**src/sv/planar_dead_reckoning_defines.svh**
```systemverilog
// Assertion helpers for the dead reckoning block
`ifndef PLANAR_DEAD_RECKONING_DEFINES_SVH
`define PLANAR_DEAD_RECKONING_DEFINES_SVH

// consequent holds in the cycle after the antecedent
`define PDR_ASSERT_NEXT(label, ante, cons) \
  label: assert property (@(posedge clk) disable iff (rst) (ante) |=> (cons)) \
    else $error("next-cycle check failed");

// consequent holds in the same cycle as the antecedent
`define PDR_ASSERT_NOW(label, ante, cons) \
  label: assert property (@(posedge clk) disable iff (rst) (ante) |-> (cons)) \
    else $error("same-cycle check failed");

`endif

```
**src/sv/pdr_pkg.sv**
```systemverilog
package pdr_pkg;

  localparam int DIV_FIX_STEPS = 3;
  localparam logic [31:0] ANG_SCALE = 32'd2935890503;
  localparam logic signed [33:0] CORDIC_GAIN = 34'sd652032874;
  localparam logic signed [33:0] ONE_Q30 = 34'sd1073741824;

  typedef enum logic [3:0] {
    S_IDLE, S_MULDT, S_DT, S_MULA, S_MULLO, S_MULHI, S_SUM,
    S_CINIT, S_RUN, S_FIN, S_MULXY, S_ACC, S_OUT
  } state_t;

  typedef struct packed {
    logic       load_in;
    logic       mul_dt;
    logic       calc_dt;
    logic       mul_a;
    logic       mul_lo;
    logic       mul_hi;
    logic       sum;
    logic       cinit;
    logic       div_q;
    logic       div_p;
    logic       div_r;
    logic       div_fix;
    logic       trig_en;
    logic [4:0] idx;
    logic       fin;
    logic       mul_xy;
    logic       acc;
    logic       load_out;
  } cmd_t;

  function automatic logic [31:0] atan_lut(input logic [4:0] i);
    logic [31:0] v;
    case (i)
      5'd0:  v = 32'h20000000;
      5'd1:  v = 32'h12E4051E;
      5'd2:  v = 32'h09FB385B;
      5'd3:  v = 32'h051111D4;
      5'd4:  v = 32'h028B0D43;
      5'd5:  v = 32'h0145D7E1;
      5'd6:  v = 32'h00A2F61E;
      5'd7:  v = 32'h00517C55;
      5'd8:  v = 32'h0028BE53;
      5'd9:  v = 32'h00145F2F;
      5'd10: v = 32'h000A2F98;
      5'd11: v = 32'h000517CC;
      5'd12: v = 32'h00028BE6;
      5'd13: v = 32'h000145F3;
      5'd14: v = 32'h0000A2FA;
      5'd15: v = 32'h0000517D;
      5'd16: v = 32'h000028BE;
      5'd17: v = 32'h0000145F;
      5'd18: v = 32'h00000A30;
      5'd19: v = 32'h00000518;
      5'd20: v = 32'h0000028C;
      5'd21: v = 32'h00000146;
      5'd22: v = 32'h000000A3;
      5'd23: v = 32'h00000051;
      5'd24: v = 32'h00000029;
      5'd25: v = 32'h00000014;
      5'd26: v = 32'h0000000A;
      5'd27: v = 32'h00000005;
      5'd28: v = 32'h00000003;
      5'd29: v = 32'h00000001;
      5'd30: v = 32'h00000001;
      default: v = 32'h00000000;
    endcase
    return v;
  endfunction

endpackage

```
**src/sv/pdr_ctrl.sv**
```systemverilog
module pdr_ctrl #(
  parameter int TRIG_ITERATIONS = 24
) (
  input  logic          clk,
  input  logic          rst,
  input  logic          in_valid,
  output logic          in_ready,
  output logic          out_valid,
  input  logic          out_ready,
  output pdr_pkg::state_t state,
  output pdr_pkg::cmd_t cmd
);
  import pdr_pkg::*;

  localparam int TRIG_N = TRIG_ITERATIONS > 32 ? 32 : TRIG_ITERATIONS;
  localparam int RUN_LEN = TRIG_N > DIV_FIX_STEPS + 2 ? TRIG_N : DIV_FIX_STEPS + 2;

  state_t     state_next;
  logic [5:0] cnt, cnt_next;
  logic       out_valid_next;

  always_ff @(posedge clk) begin
    if (rst) begin
      state <= S_IDLE;
      cnt <= '0;
      out_valid <= 1'b0;
    end else begin
      state <= state_next;
      cnt <= cnt_next;
      out_valid <= out_valid_next;
    end
  end

  always_comb begin
    state_next = state;
    cnt_next = cnt;
    cmd = '0;
    cmd.idx = cnt[4:0];
    in_ready = 1'b0;
    out_valid_next = out_valid && !out_ready;
    case (state)
      S_IDLE: begin
        in_ready = 1'b1;
        if (in_valid) begin
          cmd.load_in = 1'b1;
          state_next = S_MULDT;
        end
      end
      S_MULDT: begin
        cmd.mul_dt = 1'b1;
        state_next = S_DT;
      end
      S_DT: begin
        cmd.calc_dt = 1'b1;
        state_next = S_MULA;
      end
      S_MULA: begin
        cmd.mul_a = 1'b1;
        state_next = S_MULLO;
      end
      S_MULLO: begin
        cmd.mul_lo = 1'b1;
        state_next = S_MULHI;
      end
      S_MULHI: begin
        cmd.mul_hi = 1'b1;
        state_next = S_SUM;
      end
      S_SUM: begin
        cmd.sum = 1'b1;
        state_next = S_CINIT;
      end
      S_CINIT: begin
        cmd.cinit = 1'b1;
        cmd.div_q = 1'b1;
        cnt_next = '0;
        state_next = S_RUN;
      end
      S_RUN: begin
        cmd.trig_en = cnt < 6'(TRIG_N);
        cmd.div_p = cnt == 6'd0;
        cmd.div_r = cnt == 6'd1;
        cmd.div_fix = cnt >= 6'd2 && cnt < 6'(DIV_FIX_STEPS + 2);
        cnt_next = cnt + 6'd1;
        if (cnt == 6'(RUN_LEN - 1)) state_next = S_FIN;
      end
      S_FIN: begin
        cmd.fin = 1'b1;
        state_next = S_MULXY;
      end
      S_MULXY: begin
        cmd.mul_xy = 1'b1;
        state_next = S_ACC;
      end
      S_ACC: begin
        cmd.acc = 1'b1;
        state_next = S_OUT;
      end
      S_OUT: begin
        if (!out_valid || out_ready) begin
          cmd.load_out = 1'b1;
          out_valid_next = 1'b1;
          state_next = S_IDLE;
        end
      end
      default: state_next = S_IDLE;
    endcase
  end

endmodule

```
**config.mk**
```make
export PLATFORM = sky130hd
export DESIGN_NAME = pdr_ctrl
export DESIGN_NICKNAME = d
export VERILOG_FILES = /design/src/sv/planar_dead_reckoning_defines.svh /design/src/sv/pdr_pkg.sv /design/src/sv/pdr_ctrl.sv
export SDC_FILE = /design/constraint.sdc
export NUM_CORES = 1
export LEC_CHECK = 0
export ABC_CLOCK_PERIOD_IN_PS = 2100
export BUFFER_PORTS_ARGS = -buffer_cell sky130_fd_sc_hd__buf_2
export CORE_AREA = 4 4 47 49
export CTS_BUF_LIST = sky130_fd_sc_hd__clkbuf_4 sky130_fd_sc_hd__clkbuf_8 sky130_fd_sc_hd__clkbuf_16
export DETAILED_ROUTE_END_ITERATION = 8
export DIE_AREA = 0 0 51 53
export PLACE_DENSITY = 0.73
export SYNTH_ARGS = -nofsm -noshare
export SYNTH_HDL_FRONTEND = slang
export SYNTH_SLANG_ARGS = --single-unit
```
**constraint.sdc**
```tcl
create_clock -name clk -period 2.1 [get_ports clk]
set_clock_uncertainty 0.2 [all_clocks]
set_input_delay 0.105 -clock clk [delete_from_list [all_inputs] [get_ports clk]]
set_output_delay 0.105 -clock clk [all_outputs]
set_load 0.02 [all_outputs]
```
# == After elaboration in Yosys (flattened, before gate mapping) ==
# Cells that the tools add are included.
# op_classes
n_addsub,1
n_lt_le_gt_ge,3
eq_ne,17
mux,23
reduce_logical,9
# ops
operator,count
4-bit one-hot mux with 13 select lines,1
"4-bit == test, second input constant",5
"4-bit by 3-bit == test with 1-bit output, second input constant",4
1-bit 2-to-1 mux,16
4-bit 2-to-1 mux,4
6-bit one-hot mux with 2 select lines,1
"4-bit by 2-bit == test with 1-bit output, second input constant",2
"6-bit by 1-bit adder with 6-bit output, second input constant",1
"6-bit by 1-bit == test with 1-bit output, second input constant",1
"6-bit by 5-bit == test with 1-bit output, second input constant",1
"6-bit by 2-bit >= comparator with 1-bit output, second input constant",1
6-bit logical NOT,1
"6-bit by 3-bit less-than comparator with 1-bit output, second input constant",1
"6-bit by 5-bit less-than comparator with 1-bit output, second input constant",1
"2-bit != test, second input constant",3
"4-bit by 1-bit == test with 1-bit output, second input constant",1
4-bit logical NOT,1
3-bit AND reduction,1
1-bit logical AND,2
1-bit logical NOT,2
2-bit 2-to-1 mux,1
2-bit nonzero test,1
1-bit logical OR,1
# word_totals
output_inout_bits,28
regBits,11
in_bits,4

# == Depth between registers and ports, before layout ==
# Gate-level depths: netlist of the first run.
# depth
word_depth,4
depth_mapped,5
ltp_nobuf,4

# == Worst setup path before layout of the first run ==
# No wires, ideal clock.
# synth_path
kind,reg2out
startpoint,register state[3]
endpoint,output cmd[11] (netlist bit)
stages_incl_launch_ff,5
arrival_time_ps,1892
setup_slack_ps,-97
cell_sequence,dfxtp_1 clkbuf_1 nor4b_2 nand3b_1 nor3b_1
# synth_rtl
item,line_no,text
start: declaration,pdr_ctrl.sv:10,"output pdr_pkg::state_t state,"
start signal: assignment,pdr_ctrl.sv:28,state <= state_next;
end: declaration,pdr_ctrl.sv:11,output pdr_pkg::cmd_t cmd

==> results of run 1 <==
==> routing by layer <==
| metal | track usage | wire length [um] | vias up |
|---|---|---|---|
| li1 | - | - | 404 |
| met5 | 0 | 0 | - |
| met2 | 0.2489 | 917 | 30 |
| met3 | 0.03944 | 122 | 0 |
| met4 | 0.08072 | 0 | 0 |
| met1 | 0.1726 | 838 | 359 |
==> cell type report <==
cell class | count | share of cell area
Clock buffer | 3 | 0.02308
Clock inverter | 1 | 0.005128
Inverter | 4 | 0.01538
Multi-Input combinational cell | 71 | 0.4885
Sequential cell | 11 | 0.2256
Tap cell | 27 | 0.03462
Timing Repair Buffer | 37 | 0.2077
==> cell families after synthesis <==
| family | share of synthesized area |
|---|---|
| AOI/OAI and AO/OA | 0.1761 |
| xor gates and xnor gates | 0.01131 |
| adders and majority gates | 0.06462 |
| buffers and inverters | 0.1179 |
| DFF | 0.2843 |
| muxes | 0.01292 |
| and+or+nand+nor | 0.3328 |
==> power breakdown <==
group	total (mW)	internal, mW	switching (mW)
sequential	0.219	0.216	0.00341
clock	0.150	0.0706	0.0791
combinational	0.150	0.0527	0.0978
==> final timing paths <==
path,from,end,depth (start not counted)
setup / recovery,state[2]$_SDFFE_PP0P_,cmd[9],3
hold / removal,out_ready,out_valid$_SDFF_PP0_,3
setup reg to reg,state[2]$_SDFFE_PP0P_,cnt[5]$_SDFFE_PP0P_,3
hold reg to reg,cnt[5]$_SDFFE_PP0P_,cnt[5]$_SDFFE_PP0P_,2
==> synthesized netlist by cell type (2+ instances only) <==
library cell / count / area share
nor2_1: 10 / 0.048
nand2_1: 8 / 0.039
nand2b_1: 4 / 0.032
buf_4: 6 / 0.058
inv_1: 4 / 0.019
a311oi_1: 3 / 0.034
clkbuf_1: 7 / 0.034
dfxtp_1: 11 / 0.28
a21oi_1: 6 / 0.039
ha_1: 4 / 0.065
a211oi_1: 2 / 0.019
nor3_1: 5 / 0.032
a41oi_1: 2 / 0.023
nor3b_1: 3 / 0.029
nand3_1: 4 / 0.026
==> tightest hold or removal path, delay by kind of cell <==
family / cells / cell delay, ns
AO/OA/AOI/OAI: 1 / 0.20
buffers and inverters: 1 / 0.09
AND/OR/NAND/NOR: 1 / 0.05
==> what timing repair did <==
item / 4_1_cts / 5_1_grt
hold buffers: 1 / 0
endpoints found under the hold margin: 9 / 0
endpoints found under the setup margin: 0 / 2
resized for setup: 0 / 1
==> sequential cells by signal, summed over array words and instances, names as in the netlist <==
name / cells
cnt: 6
out_valid: 1
state: 4
==> impl_metrics.prom, run 1 <==
# TYPE chip_impl_metric gauge
chip_impl_metric{name="inserted_clock_buffers",unit=""} 3
chip_impl_metric{name="detail_route.vias_per_cell",unit=""} 5.149
chip_impl_metric{name="power",unit="uW"} 519.4
chip_impl_metric{name="design.die.area",unit="sq um"} 2703
chip_impl_metric{name="grt_pass1_vias",unit=""} 687
chip_impl_metric{name="htree_num_levels",unit=""} 1
chip_impl_metric{name="setup_slack",unit="ns"} 0.09604
chip_impl_info{name="root_buffer",value="clkbuf_4"} 1
chip_impl_metric{name="grt_start_max_net_pins",unit=""} 16
chip_impl_metric{name="cellLeakagePower",unit="nW"} 0.4382
chip_impl_metric{name="route.antenna.remaining_nets",unit=""} 0
chip_impl_metric{name="max-clock-path-buffers",unit=""} 2
chip_impl_info{name="timing.critical_path.slowest_stage_cell",value="or4b_1"} 1
chip_impl_info{name="crit_path_end_kind",value="output pin"} 1
chip_impl_metric{name="clock_insertion_delay_worst_skew",unit="ns"} 0.27
chip_impl_metric{name="drcViolationCount",unit=""} 0
chip_impl_metric{name="dpl_cell_area",unit="sq um"} 929.6
chip_impl_metric{name="distinct_cell_type_count_of_the_synthesized_netlist",unit=""} 36
chip_impl_metric{name="rows",unit=""} 16
chip_impl_metric{name="drv_slew",unit=""} 0
chip_impl_metric{name="wl_per_cell",unit="um"} 12.19
chip_impl_metric{name="drt-initial-drc-count",unit=""} 15
chip_impl_info{name="tritoncts",value="built"} 1
chip_impl_metric{name="gpl.final_weighted_congestion",unit=""} 0.8242
chip_impl_metric{name="core_footprint",unit="sq um"} 1862
chip_impl_info{name="ys.flop_type",value="dfxtp_1"} 1
chip_impl_metric{name="synth.yosys.seq_area_share",unit=""} 0.2843
chip_impl_metric{name="initial_core_util",unit=""} 0.4160
chip_impl_metric{name="yosysWarningCount",unit=""} 0
chip_impl_metric{name="die_w",unit="um"} 51
chip_impl_metric{name="syn_to_final_growth",unit="%"} 26.01
chip_impl_metric{name="critPathBufInv",unit=""} 1
chip_impl_metric{name="setup.reg_to_reg.worst_slack",unit="ns"} 0.16
chip_impl_metric{name="power_density",unit="nW/um^2"} 532.2
chip_impl_metric{name="detailedPlacementHpwl",unit="um"} 1384
chip_impl_metric{name="finalWorstPathRequiredPeriod",unit="ns"} 2.004
chip_impl_metric{name="crit_required",unit="ns"} 1.79
chip_impl_info{name="crit_chain",value="or4b_1, nor3b_1, buf_2"} 1
chip_impl_metric{name="floorplan.io_pins",unit=""} 32
chip_impl_metric{name="portBuffers",unit=""} 31
chip_impl_metric{name="share_of_the_cycle_needed_by_the_critical_path_after_routing",unit=""} 0.9543
chip_impl_metric{name="async_reset_ff_frac",unit=""} 0
chip_impl_info{name="min_path_type",value="primary input to flop"} 1
chip_impl_metric{name="timing_hold_violations_final",unit=""} 0
chip_impl_metric{name="worstPathArrival",unit="ns"} 1.70
chip_impl_metric{name="synth-edff-count",unit=""} 0
chip_impl_metric{name="wl",unit="um"} 1878
chip_impl_info{name="layout_commonest_cell",value="buf_2"} 1
chip_impl_metric{name="dp_slack",unit="ns"} 0.1815
chip_impl_metric{name="clock-sinks",unit=""} 11
chip_impl_metric{name="max_slew.worst_pin.slew",unit="ns"} 0.3906
chip_impl_info{name="timing.critical_path.from_type",value="flop"} 1
chip_impl_metric{name="report.final.setup_viol",unit=""} 0
chip_impl_metric{name="chipHeight",unit="um"} 53
chip_impl_info{name="criticalPathCategory",value="flop to output pin"} 1
chip_impl_metric{name="detailroute.via_count",unit=""} 793
chip_impl_metric{name="instance_count_of_the_mapped_netlist",unit=""} 100
chip_impl_metric{name="vdd.ir_drop.worst",unit="uV"} 388.5
chip_impl_metric{name="gr-total-overflow",unit=""} 0
chip_impl_metric{name="wire_length_of_the_first_global_routing_pass",unit="um"} 3022
chip_impl_metric{name="final_cells",unit=""} 154
chip_impl_metric{name="clk_pin_slew_worst_paths",unit="ns"} 0.08
chip_impl_metric{name="ys_ff_latch",unit=""} 11
chip_impl_metric{name="drive_above_1_share",unit=""} 0.3465
chip_impl_metric{name="post_synthesis_instance_area",unit="sq um"} 774.5
chip_impl_metric{name="maximum_frequency_from_static_timing_analysis",unit="GHz"} 0.4990
chip_impl_metric{name="cp_slowest_stage_delay",unit="ns"} 0.67
chip_impl_info{name="grt_setup_unrepaired",value="no"} 1
chip_impl_metric{name="num-fill-cells",unit=""} 191
chip_impl_metric{name="antenna-diode-count",unit=""} 0
chip_impl_metric{name="worst_slew_margin_rel",unit=""} 0.7372
chip_impl_metric{name="seqCellArea",unit="sq um"} 220.2
chip_impl_metric{name="critical_path.max_fanout",unit=""} 9
chip_impl_metric{name="finalSetupTns",unit="ns"} 0
chip_impl_metric{name="multi_input_comb_area",unit="sq um"} 476.7
chip_impl_metric{name="timing.hold.ws",unit="ns"} 0.009395
chip_impl_metric{name="antenna_found_initial",unit=""} 0
chip_impl_metric{name="grt_util_all_layers",unit=""} 0.1491
chip_impl_info{name="path_delay_family",value="simple AND/OR/NAND/NOR gates"} 1
chip_impl_metric{name="num-nets-final",unit=""} 136
chip_impl_metric{name="synth_area_per_inst",unit="sq um"} 7.745
chip_impl_info{name="run_status",value="finished, final reports clean"} 1
chip_impl_metric{name="final_core_utilization",unit=""} 0.5242
chip_impl_metric{name="max_cap_violations",unit=""} 0
chip_impl_metric{name="cts_setup_buffers",unit=""} 0
chip_impl_metric{name="drt_pre_antenna_iters",unit=""} 4
chip_impl_info{name="mostFrequentLayoutCells",value="buf_2, dfxtp_1, nor2_1, nand2_1, a21oi_1"} 1
chip_impl_metric{name="synth_nets",unit=""} 108
chip_impl_metric{name="layout.cell_area.non_filler",unit="sq um"} 975.9
chip_impl_metric{name="place_inst",unit=""} 149
(Power assumes the default switching activity.)
==> run 2: changes to the inputs <==
- CELL_PAD_IN_SITES_DETAIL_PLACEMENT: unset -> 0
- CELL_PAD_IN_SITES_GLOBAL_PLACEMENT: unset -> 1
- CORE_AREA: 4 4 47 49 -> 4 4 55 57
- DIE_AREA: 0 0 51 53 -> 0 0 59 61
- PLACE_DENSITY: 0.73 -> unset
- PLACE_DENSITY_LB_ADDON: unset -> 0.1
==> impl_metrics.prom, run 2 (synthesis results as in run 1) <==
# TYPE chip_impl_metric gauge
chip_impl_info{name="min_path_type",value="primary input to flop"} 1
chip_impl_metric{name="route.antenna.remaining_nets",unit=""} 0
chip_impl_metric{name="gpl.final_weighted_congestion",unit=""} 0.7112
chip_impl_metric{name="power_report.internal_total",unit="uW"} 340.4
chip_impl_metric{name="grt_util_all_layers",unit=""} 0.1185
chip_impl_metric{name="clk_pin_slew_worst_paths",unit="ns"} 0.08
chip_impl_metric{name="initial_core_util",unit=""} 0.3126
chip_impl_metric{name="detailedPlacementHpwl",unit="um"} 1446
chip_impl_metric{name="portBuffers",unit=""} 31
chip_impl_metric{name="cp_slowest_stage_delay",unit="ns"} 0.31
chip_impl_metric{name="cellLeakagePower",unit="nW"} 0.4466
chip_impl_info{name="run_status",value="finished, final reports clean"} 1
chip_impl_info{name="layout_commonest_cell",value="buf_2"} 1
chip_impl_metric{name="rows",unit=""} 18
chip_impl_info{name="timing.critical_path.slowest_stage_cell",value="dfxtp_1"} 1
chip_impl_info{name="path_delay_family",value="simple AND/OR/NAND/NOR gates"} 1
chip_impl_info{name="crit_path_end_kind",value="output pin"} 1
chip_impl_metric{name="power_frac_clock",unit=""} 0.290
chip_impl_metric{name="p_sw",unit="uW"} 184.5
chip_impl_metric{name="share_of_the_cycle_needed_by_the_critical_path_after_routing",unit=""} 0.9163
chip_impl_metric{name="gr-total-overflow",unit=""} 0
chip_impl_metric{name="maximum_frequency_from_static_timing_analysis",unit="GHz"} 0.5197
chip_impl_info{name="timing.critical_path.from_type",value="flop"} 1
chip_impl_metric{name="drive_above_1_share",unit=""} 0.3488
chip_impl_metric{name="setup_slack",unit="ns"} 0.1757
chip_impl_metric{name="crit_required",unit="ns"} 1.79
chip_impl_info{name="layout_top_registers",value="cnt (6), state (4), out_valid (1)"} 1
chip_impl_metric{name="wl",unit="um"} 1986
chip_impl_info{name="mostFrequentLayoutCells",value="buf_2, dfxtp_1, nor2_1, nand2_1"} 1
chip_impl_info{name="hp-start",value="out_ready"} 1
chip_impl_metric{name="drt_pre_antenna_iters",unit=""} 4
chip_impl_metric{name="dp_slack",unit="ns"} 0.2983
chip_impl_info{name="crit_chain",value="buf_4, nor4b_4, nand3b_1, nor3b_1, buf_2"} 1
chip_impl_metric{name="chipHeight",unit="um"} 61
chip_impl_info{name="criticalPathCategory",value="flop to output pin"} 1
chip_impl_metric{name="drv_slew",unit=""} 0
chip_impl_metric{name="grt_start_max_net_pins",unit=""} 16
chip_impl_metric{name="timing.hold.ws",unit="ns"} 0.01876
chip_impl_metric{name="dpl_cell_area",unit="sq um"} 940.9
chip_impl_metric{name="drt-initial-drc-count",unit=""} 25
chip_impl_metric{name="pwr-share-comb",unit=""} 0.293
chip_impl_metric{name="final_core_utilization",unit=""} 0.4025
chip_impl_metric{name="clock_insertion_delay_worst_skew",unit="ns"} 0.27
chip_impl_metric{name="num-nets-final",unit=""} 138
chip_impl_metric{name="worst_slew_margin_rel",unit=""} 0.7185
chip_impl_metric{name="wl_per_cell",unit="um"} 12.49
chip_impl_metric{name="finalWorstPathRequiredPeriod",unit="ns"} 1.924
chip_impl_metric{name="layout.cell_area.non_filler",unit="sq um"} 997.2
chip_impl_metric{name="syn_to_final_growth",unit="%"} 28.76
chip_impl_metric{name="wire_length_of_the_first_global_routing_pass",unit="um"} 3249
chip_impl_metric{name="vdd.ir_drop.worst",unit="uV"} 210.2
chip_impl_metric{name="timing_hold_violations_final",unit=""} 0
chip_impl_metric{name="critPathBufInv",unit=""} 2
chip_impl_metric{name="design.die.area",unit="sq um"} 3599
chip_impl_info{name="critical_path.reg2reg.startpoint",value="state[2]$_SDFFE_PP0P_"} 1
chip_impl_metric{name="core_footprint",unit="sq um"} 2477
chip_impl_metric{name="grt_pass1_vias",unit=""} 719
chip_impl_metric{name="clock-sinks",unit=""} 11
chip_impl_metric{name="floorplan.io_pins",unit=""} 32
chip_impl_metric{name="drcViolationCount",unit=""} 0
chip_impl_metric{name="htree_num_levels",unit=""} 1
chip_impl_metric{name="swShare",unit=""} 0.3515
chip_impl_metric{name="critical_path.max_fanout",unit=""} 14
chip_impl_metric{name="largest_reg_flops",unit=""} 6
chip_impl_metric{name="antenna_found_initial",unit=""} 0
chip_impl_metric{name="power_density",unit="nW/um^2"} 526.3
chip_impl_metric{name="inserted_clock_buffers",unit=""} 3
chip_impl_info{name="tritoncts",value="built"} 1
chip_impl_metric{name="die_w",unit="um"} 59
chip_impl_metric{name="detailroute.via_count",unit=""} 799
chip_impl_info{name="grt_setup_unrepaired",value="no"} 1
chip_impl_metric{name="max_slew.worst_pin.slew",unit="ns"} 0.4184
chip_impl_metric{name="max_cap_violations",unit=""} 0
chip_impl_metric{name="report.final.setup_viol",unit=""} 0
chip_impl_info{name="largest_register",value="cnt"} 1
chip_impl_info{name="worstSetupStartpoint",value="state[2]$_SDFFE_PP0P_"} 1
chip_impl_metric{name="worstPathArrival",unit="ns"} 1.62
chip_impl_metric{name="antenna-diode-count",unit=""} 0
chip_impl_metric{name="detail_route.vias_per_cell",unit=""} 5.025
chip_impl_info{name="root_buffer",value="clkbuf_4"} 1
chip_impl_metric{name="seq_power_share",unit=""} 0.417
chip_impl_metric{name="max-clock-path-buffers",unit=""} 2
run 2: layer usage:
metal  track usage  vias to the layer above  wire (um)
met4       0.07767                        0         27
met2        0.1830                       26        935
met5             0                        -          0
met3       0.01489                        2         97
met1        0.1548                      363        926
li1              -                      408          -
run 2: cell type report:
type                            instances  area, sq um
Timing Repair Buffer                   39        220.2
Clock buffer                            3        22.52
Sequential cell                        11        220.2
Fill cell                             281         1480
Inverter                                4        15.01
Clock inverter                          1        5.005
Tap cell                               30        37.54
Multi-Input combinational cell         71        476.7
run 2: metrics by stage:
step / cells / TNS [ns] / total power, mW
2_1_floorplan: 100 / -0.1946 / 0.3261
3_3_place_gp: 153 / 0 / 0.3748
3_5_place_dp: 153 / 0 / 0.3736
4_1_cts: 159 / 0 / 0.5327
5_1_grt: 159 / 0 / 0.5530
6_report: 159 / 0 / 0.5248
run 2: worst reg2reg max path, cell delays in order (launching register included):
cell,delay [ns]
dfxtp_1,0.31
or4b_1,0.59
or4_1,0.52
a21oi_1,0.14
run 2: what timing repair did:
action,CTS,global route
resized for setup,0,1
hold buffers,2,0
setup buffers,0,0
hold endpoints to repair,10,0
setup endpoints to repair,0,2
run 2: final timing paths:
kind                     endpoint  slack, ns  cells past startpoint
max                       cmd[11]       0.18                      5
min          out_valid$_SDFF_PP0_       0.02                      3
max reg2reg   cnt[5]$_SDFFE_PP0P_       0.28                      3
min reg2reg   cnt[5]$_SDFFE_PP0P_       0.34                      2
run 2: power by group through the flow:
stage,registers (mW),clock network (mW),logic [mW]
floorplan,0.237,0,0.0886
global placement,0.224,0,0.151
detailed placement,0.224,0,0.150
CTS,0.219,0.161,0.153
global route,0.220,0.165,0.168
finish,0.219,0.152,0.154
==> run 3: changes to the inputs <==
==> constraint.sdc (replaced) <==
create_clock -name clk -period 2.1 [get_ports clk]
set_clock_uncertainty 0.2 [all_clocks]
set_input_delay 0.315 -clock clk [delete_from_list [all_inputs] [get_ports clk]]
set_output_delay 0.315 -clock clk [all_outputs]
set_load 0.02 [all_outputs]
==> impl_metrics.prom, run 3 (synthesis results as in run 1) <==
# TYPE chip_impl_metric gauge
chip_impl_metric{name="gr-total-overflow",unit=""} 0
chip_impl_info{name="crit_path_end",value="cmd[9]"} 1
chip_impl_metric{name="cp_slowest_stage_delay",unit="ns"} 0.56
chip_impl_metric{name="htree_num_levels",unit=""} 1
chip_impl_metric{name="max_cap_violations",unit=""} 0
chip_impl_metric{name="clock-sinks",unit=""} 11
chip_impl_metric{name="maximum_frequency_from_static_timing_analysis",unit="GHz"} 0.4927
chip_impl_metric{name="power_density",unit="nW/um^2"} 523.1
chip_impl_metric{name="drt-initial-drc-count",unit=""} 6
chip_impl_info{name="layout_top_registers",value="cnt (6), state (4), out_valid (1)"} 1
chip_impl_metric{name="drv_slew",unit=""} 0
chip_impl_metric{name="rows",unit=""} 18
chip_impl_metric{name="power_frac_clock",unit=""} 0.305
chip_impl_metric{name="grt_util_all_layers",unit=""} 0.1229
chip_impl_metric{name="vdd.ir_drop.worst",unit="uV"} 256.7
chip_impl_metric{name="max_slew.worst_pin.slew",unit="ns"} 0.4190
chip_impl_info{name="layout_commonest_cell",value="buf_2"} 1
chip_impl_info{name="crit_path_end_kind",value="output pin"} 1
chip_impl_info{name="root_buffer",value="clkbuf_4"} 1
chip_impl_metric{name="design.die.area",unit="sq um"} 3599
chip_impl_metric{name="num-nets-final",unit=""} 138
chip_impl_metric{name="initial_core_util",unit=""} 0.3126
chip_impl_metric{name="crit_required",unit="ns"} 1.58
chip_impl_metric{name="antenna-diode-count",unit=""} 0
chip_impl_metric{name="gpl.final_weighted_congestion",unit=""} 0.7276
chip_impl_metric{name="wl_per_cell",unit="um"} 13.00
chip_impl_metric{name="post_cts_hold_buffer_count",unit=""} 0
chip_impl_metric{name="cellLeakagePower",unit="nW"} 0.4579
chip_impl_metric{name="clock_insertion_delay_worst_skew",unit="ns"} 0.27
chip_impl_info{name="tritoncts",value="built"} 1
chip_impl_metric{name="route.antenna.remaining_nets",unit=""} 0
chip_impl_info{name="critical_path.reg2reg.startpoint",value="state[1]$_SDFFE_PP0P_"} 1
chip_impl_metric{name="portBuffers",unit=""} 31
chip_impl_metric{name="wl",unit="um"} 2067
chip_impl_info{name="largest_register",value="cnt"} 1
chip_impl_info{name="min_path_type",value="primary input to flop"} 1
chip_impl_metric{name="drive_above_1_share",unit=""} 0.4186
chip_impl_metric{name="worstPathArrival",unit="ns"} 1.51
chip_impl_metric{name="setup.reg_to_reg.worst_slack",unit="ns"} 0.28
chip_impl_metric{name="timing.hold.ws",unit="ns"} 0.1657
chip_impl_metric{name="worst_slew_margin_rel",unit=""} 0.7181
chip_impl_metric{name="power",unit="uW"} 545.2
chip_impl_metric{name="timing_hold_violations_final",unit=""} 0
chip_impl_metric{name="floorplan.io_pins",unit=""} 32
chip_impl_metric{name="drt_pre_antenna_iters",unit=""} 4
chip_impl_metric{name="detail_route.vias_per_cell",unit=""} 5.233
chip_impl_metric{name="grt_start_max_net_pins",unit=""} 15
chip_impl_info{name="run_status",value="finished, final reports clean"} 1
chip_impl_metric{name="die_w",unit="um"} 59
chip_impl_metric{name="power_report.internal_total",unit="uW"} 359.9
chip_impl_metric{name="pwr-share-comb",unit=""} 0.279
chip_impl_info{name="worstSetupStartpoint",value="state[1]$_SDFFE_PP0P_"} 1
chip_impl_metric{name="share_of_the_cycle_needed_by_the_critical_path_after_routing",unit=""} 0.9665
chip_impl_metric{name="largest_reg_flops",unit=""} 6
chip_impl_metric{name="drcViolationCount",unit=""} 0
chip_impl_metric{name="core_footprint",unit="sq um"} 2477
chip_impl_info{name="timing.critical_path.from_type",value="flop"} 1
chip_impl_info{name="mostFrequentLayoutCells",value="buf_2, buf_4, nor2_1, dfxtp_1, nand2_1"} 1
chip_impl_metric{name="swShare",unit=""} 0.3399
chip_impl_metric{name="grt_pass1_vias",unit=""} 744
chip_impl_metric{name="seq_power_share",unit=""} 0.416
chip_impl_metric{name="chipHeight",unit="um"} 61
chip_impl_metric{name="finalWorstPathRequiredPeriod",unit="ns"} 2.030
chip_impl_metric{name="p_sw",unit="uW"} 185.3
chip_impl_metric{name="clk_pin_slew_worst_paths",unit="ns"} 0.08
chip_impl_metric{name="detailedPlacementHpwl",unit="um"} 1517
chip_impl_metric{name="max-clock-path-buffers",unit=""} 2
chip_impl_metric{name="num-fill-cells",unit=""} 280
chip_impl_info{name="crit_chain",value="or4b_4, nor3b_2, buf_4"} 1
chip_impl_info{name="rr_endpoint",value="cnt[5]$_SDFFE_PP0P_"} 1
chip_impl_metric{name="critical_path.max_fanout",unit=""} 4
chip_impl_metric{name="reg2reg_depth",unit=""} 3
chip_impl_metric{name="report.final.setup_viol",unit=""} 0
chip_impl_metric{name="detailroute.via_count",unit=""} 832
chip_impl_metric{name="syn_to_final_growth",unit="%"} 34.57
chip_impl_info{name="grt_setup_unrepaired",value="no"} 1
chip_impl_metric{name="wire_length_of_the_first_global_routing_pass",unit="um"} 3346
chip_impl_metric{name="inserted_clock_buffers",unit=""} 3
chip_impl_info{name="criticalPathCategory",value="flop to output pin"} 1
chip_impl_metric{name="antenna_found_initial",unit=""} 0
chip_impl_info{name="timing.critical_path.slowest_stage_cell",value="or4b_4"} 1
==> run 3: cell types whose count changed in the layout (fill, tap and decap cells not counted), moves of 2 or more <==
cell / change
buf_2: -3
nor3b_1: -3
nor3b_2: +2
dfxtp_1: -2
dlygate4sd3_1: -2
buf_4: +5
==> run 3: final cells by class <==
cell class                      count  area, sq um  area share
Inverter                            4        15.01     0.01441
Clock buffer                        4        30.03     0.02881
Timing Repair Buffer               39        222.7      0.2137
Multi-Input combinational cell     71        511.7      0.4910
Sequential cell                    11        225.2      0.2161
Tap cell                           30        37.54     0.03601
==> run 3: power by group through the flow <==
stage	registers (mW)	clock network, mW	logic (mW)
6_report	0.227	0.166	0.152
5_1_grt	0.228	0.179	0.166
4_1_cts	0.226	0.172	0.154
3_5_place_dp	0.231	0	0.150
3_3_place_gp	0.230	0	0.151
2_1_floorplan	0.239	0	0.0959
==> run 3: worst max-delay path, delay by kind of cell (launching register included) <==
family / cells / cell delay [ns]
buf+inv: 1 / 0.16
flops: 1 / 0.35
simple gates: 2 / 0.74
==> run 3: worst min-delay path by stage <==
stage          cells after the start               endpoint                 from  slack (ns)
6_report                           2  state[2]$_SDFFE_PP0P_                  rst        0.17
5_1_grt                            2  state[1]$_SDFFE_PP0P_                  rst        0.20
4_1_cts                            2  state[2]$_SDFFE_PP0P_                  rst        0.17
3_5_place_dp                       2    cnt[5]$_SDFFE_PP0P_  cnt[5]$_SDFFE_PP0P_        0.34
3_3_place_gp                       2    cnt[5]$_SDFFE_PP0P_  cnt[5]$_SDFFE_PP0P_        0.32
2_1_floorplan                      2  state[0]$_SDFFE_PP0P_                  rst        0.27
==> run 3: through the flow <==
stage                       util   TNS (ns)  cells  cell area, sq um  setup WS (ns)
final                     0.4207          0    159              1042        0.07037
after global routing      0.4207          0    159              1042       0.009190
after CTS                 0.4131          0    158              1023        0.01759
after detailed placement  0.3980          0    154             985.9         0.1781
after global placement    0.3980          0    154             985.9         0.2105
after floorplan                -  -0.004039    100             818.3      -0.004039
==> run 3: routing by layer <==
layer,global-route usage,share of wire,up-vias,wire [um]
met5,0,0,-,0
met4,0.06796,0.015,0,30
met3,0.01277,0.051,2,106
met2,0.2050,0.46,24,949
met1,0.1550,0.47,396,981
li1,-,-,410,-
==> run 3: what timing repair did <==
item | in CTS | in global routing
endpoints found under the setup margin | 4 | 4
gates resized for setup | 3 | 5
buffers inserted | 0 | 1
pin swaps | 1 | 6
